### src/design/pnq_pkg.sv
// Package for the palette nearest-color quantizer.
// Holds palette sizing, color constants and the distance pipeline type.
// No dependencies; every other design file imports it.
package pnq_pkg;

  // Palette sizing.
  localparam int PALETTE_ENTRIES = 256;
  localparam int PAL_AW          = (PALETTE_ENTRIES > 1) ? $clog2(PALETTE_ENTRIES) : 1;
  localparam int IDX_W           = 8;
  localparam int COMP_W          = 8;
  localparam int ENTRY_W         = 3 * COMP_W;
  localparam int SQ_W            = 2 * COMP_W;
  // Three squared 8-bit differences sum to at most 195075, below 2**18.
  localparam int DIST_W          = SQ_W + 2;
  localparam int COUNT_W         = 32;

  // Transparency rules.
  localparam logic [COMP_W-1:0] ALPHA_LIMIT    = 8'd128;
  localparam logic [COMP_W-1:0] FULL_COMPONENT = 8'd255;

  // A squared distance tagged with the palette entry it belongs to.
  typedef struct packed {
    logic              valid;
    logic [PAL_AW-1:0] tag;
    logic [DIST_W-1:0] distance;
  } pnq_dist_t;

endpackage

### src/design/pnq_dist_unit.sv
// Shared squared-distance unit: one palette entry against the pixel per cycle.
// Squares are registered, the sum is formed on the output side.
// Depends on pnq_pkg.
module pnq_dist_unit
  import pnq_pkg::*;
(
  input  logic               clk,
  input  logic               rst,
  input  logic               in_valid,
  input  logic [PAL_AW-1:0]  in_tag,
  input  logic [ENTRY_W-1:0] entry,
  input  logic [COMP_W-1:0]  pix_red,
  input  logic [COMP_W-1:0]  pix_green,
  input  logic [COMP_W-1:0]  pix_blue,
  output pnq_dist_t          result
);

  logic [COMP_W-1:0] diff_r, diff_g, diff_b;
  logic [COMP_W-1:0] ent_r, ent_g, ent_b;
  logic [SQ_W-1:0]   sq_r, sq_g, sq_b;
  logic              sq_valid;
  logic [PAL_AW-1:0] sq_tag;

  assign ent_r = entry[3*COMP_W-1:2*COMP_W];
  assign ent_g = entry[2*COMP_W-1:COMP_W];
  assign ent_b = entry[COMP_W-1:0];

  // Absolute component differences.
  always_comb begin
    diff_r = (pix_red   > ent_r) ? (pix_red   - ent_r) : (ent_r - pix_red);
    diff_g = (pix_green > ent_g) ? (pix_green - ent_g) : (ent_g - pix_green);
    diff_b = (pix_blue  > ent_b) ? (pix_blue  - ent_b) : (ent_b - pix_blue);
  end

  // Square stage, one register after the multipliers.
  always_ff @(posedge clk) begin
    if (rst) begin
      sq_valid <= 1'b0;
    end else begin
      sq_valid <= in_valid;
    end
    sq_tag <= in_tag;
    sq_r   <= SQ_W'(diff_r) * SQ_W'(diff_r);
    sq_g   <= SQ_W'(diff_g) * SQ_W'(diff_g);
    sq_b   <= SQ_W'(diff_b) * SQ_W'(diff_b);
  end

  // Sum of the three squares.
  always_comb begin
    result.valid    = sq_valid;
    result.tag      = sq_tag;
    result.distance = DIST_W'(sq_r) + DIST_W'(sq_g) + DIST_W'(sq_b);
  end

endmodule
### config.mk
export PLATFORM = sky130hd
export DESIGN_NAME = pnq_dist_unit
export DESIGN_NICKNAME = d
export VERILOG_FILES = /design/src/design/pnq_pkg.sv /design/src/design/pnq_dist_unit.sv
export SDC_FILE = /design/constraint.sdc
export NUM_CORES = 1
export LEC_CHECK = 0
export BUFFER_PORTS_ARGS = -buffer_cell sky130_fd_sc_hd__buf_2
export CORE_MARGIN = 1
export CORE_UTILIZATION = 62
export DETAILED_ROUTE_END_ITERATION = 16
export GPL_TIMING_DRIVEN = 0
export HOLD_SLACK_MARGIN = 0.06
export PLACE_DENSITY = 0.79
export SLEW_MARGIN = 20
export SYNTH_ARGS = -nofsm -noshare
export SYNTH_HDL_FRONTEND = slang
export SYNTH_SLANG_ARGS = --single-unit
### constraint.sdc
create_clock -name clk -period 7.4 [get_ports clk]
set_input_delay 0 -clock clk [delete_from_list [all_inputs] [get_ports clk]]
set_output_delay 0 -clock clk [all_outputs]
set_load 0.005 [all_outputs]
==> run summary <==
clock sinks -> 54
Yosys Warn Count -> 0
Tmin final -> 6.06 ns
Max clock buf depth -> 2
ranking of synthesized cells by area -> fa_1, ha_1, dfxtp_1
maximum clock rate -> 165 MHz
status -> finished, final reports clean
top_reg_cell synth -> dfxtp_1
Die ar. -> 0.0151 sq mm
grt total ovfl -> 0
Rows -> 43
Cell Area, Synth -> 0.00907 sq mm
via count of the first global-routing pass -> 6610
Max stage delay on crit path -> 0.55 ns
area of the core -> 0.0141 sq mm
gpl congestion -> 0.839
number of setup violations in the final report -> 0
max-cap viol count -> 0
mean routed wirelength per cell -> 12.9 um
post-DP HPWL -> 13900 um
Post-Synth Simple-Gate Area -> 11.8%
drc violations -> 0
area share of the largest cell type after synthesis -> 21.4%
CP endpoint kind -> flop
Critical Path AT -> 6.21 ns
RSZ-0062 raised after global routing -> false
CP startpoint -> pix_red[0]
Cells after Synth -> 1006
Setup CP Type -> input port to flop
largest family of logic cells by synthesized area -> adder cells
Max-slew headroom -> 31.4%
Filler cells -> 1155
Total GRT Usage -> 23.7%
multiplexer share of the synthesized area -> 2.55%
Layout Area Growth over Synthesis -> 9.83%
first-pass GRT wire length -> 28800 um
CP startpoint kind -> input port
XOR/XNOR Fraction of Synth Area -> 8.75%
crit path to -> sq_r[12]$_DFF_P_
Least-Margin Pin Slew -> 1.02 ns
Slew Limit Fails -> 0
die width -> 123 um
DRT Pass-1 Iters -> 5
clk root buf -> clkbuf_16
I/O pin count -> 86
syn avg cell area -> 9.01 sq um
Starting Density -> 64.3%
share of layout cells above drive strength 1 -> 14.1%
clock transition at the registers of the reported paths -> 0.06 ns
vias per cell -> 5.34
Post-Route Setup TNS -> 0 ns
CTS buffer count -> 5
H-tree depth -> 2
largest net degree at the start of global routing -> 15
Final ANT Viol Nets -> 0
Synth Area in Adders -> 42.0%
Seq/Total Area, Yosys -> 11.9%
Final Hold Viols -> 0
CP required -> 7.55 ns
total number of vias -> 6884
Layout Nets -> 1415
post-synthesis compound-gate area fraction -> 13.1%
Port Buffers -> 85
TritonCTS clock tree -> yes
die span in y -> 123 um
cell taking the most area after synthesis -> fa_1
Final period util -> 81.9%
Slowest-stage cell, CP -> or4b_1
Hold WC Path Type -> input port to flop
Starting DRT DRC Count -> 286
#FFs+latches synth -> 54
EDFF count, synth -> 0
ant diodes -> 0
antenna violations before repair -> 0
crit-path max FO -> 9
Synth async-reset ratio -> 0%
most used cell, CP -> inv_1
Final Routed Wirelength -> 16700 um
Synth cell types -> 66
-- through the flow --
stage	instance area, sq um	util, %	std cells	worst slack, ns	hold slack (ns)
after floorplan	9070	-	1008	1.75	0.0277
final	9960	70.6	1290	1.34	0.252
after CTS	9960	70.6	1290	1.34	0.251
after detailed placement	9720	69.0	1273	1.07	0.104
after global routing	9960	70.6	1290	1.00	0.280
after global placement	9720	69.0	1273	1.11	0.102
-- worst min path at each step --
stage / from / end / slack (ns) / cells after the start
global placement: in_tag[0] / sq_tag[0]$_DFF_P_ / 0.10 / 1
global route: pix_green[0] / sq_g[0]$_DFF_P_ / 0.28 / 4
finish: pix_green[0] / sq_g[0]$_DFF_P_ / 0.25 / 4
detailed placement: in_tag[1] / sq_tag[1]$_DFF_P_ / 0.10 / 1
CTS: pix_green[0] / sq_g[0]$_DFF_P_ / 0.25 / 4
floorplan: in_tag[0] / sq_tag[0]$_DFF_P_ / 0.03 / 0
-- final cells by class --
| cell class | count | area, sq um | area share, % |
|---|---|---|---|
| Inverter | 201 | 754 | 7.58 |
| Multi-Input combinational cell | 732 | 7100 | 71.3 |
| Tap cell | 180 | 225 | 2.26 |
| Timing Repair Buffer | 95 | 526 | 5.28 |
| Clock buffer | 7 | 133 | 1.33 |
| Buffer | 21 | 138 | 1.38 |
| Sequential cell | 54 | 1080 | 10.9 |
-- state kept, by name, summed over array words and instances (netlist names) --
signal,count
sq_b,15
sq_g,15
sq_r,15
sq_tag,8
sq_valid,1
-- cells in the mapped netlist, drive strengths merged, types with 2 or more instances --
cell,instances
xor2,25
xnor2,51
nand3b,8
mux2i,19
nor4b,3
nand3,3
fa,97
a41oi,2
buf,15
nand2,30
inv,201
o31a,3
o211ai,2
a21oi,64
ha,149
or2,19
o21a,6
o21bai,6
dfxtp,54
and3,4
nor2,102
nand4,9
clkbuf,6
o311ai,2
o2bb2ai,3
a221oi,5
a31o,3
o22ai,5
a211oi,4
nand2b,10
a21o,32
nor2b,5
o21ai,21
nor3,13
and4,4
a31oi,8
nor3b,2
-- routing by layer --
layer	vias up	track usage (%)	share of wire, %
met5	-	0	0
met4	0	3.89	1.0
met3	16	2.40	2.6
met2	99	41.9	50
met1	3311	31.7	46
li1	3458	-	-
-- kinds of logic after synthesis --
family                     count (synthesis)
adders and majority gates                246
DFF                                       54
AOI/OAI and AO/OA                        171
buffers and inverters                    222
other                                      1
and+or+nand+nor                          217
muxes                                     19
xor gates and xnor gates                  76
-- what timing repair did --
| action | 4_1_cts | 5_1_grt |
|---|---|---|
| hold buffers | 10 | 0 |
| resized for setup | 0 | 0 |
| hold endpoints to repair | 9 | 0 |
| setup buffers | 0 | 0 |
-- cells in the final DEF, fill, tap and decap left out, types with 15 or more instances in the layout --
cell and count:
a21o_1 32, a21oi_1 59, buf_2 90, dfxtp_1 54
fa_1 97, ha_1 149, inv_1 199, mux2i_1 15
nand2_1 30, nor2_1 96, o21ai_0 21, xnor2_1 46
xor2_1 19
-- worst max-delay path, delay by kind of cell --
family / cells / cell delay [ns]
buffers and inverters: 6 / 0.38
AO/OA/AOI/OAI: 6 / 1.60
XOR/XNOR: 1 / 0.43
AND/OR/NAND/NOR: 4 / 0.96
multiplexers: 1 / 0.26
adder cells (fa/ha/maj): 7 / 2.57
Power is not shown: default switching activity piles up to over one toggle a cycle in this logic, so the estimate is an artifact.
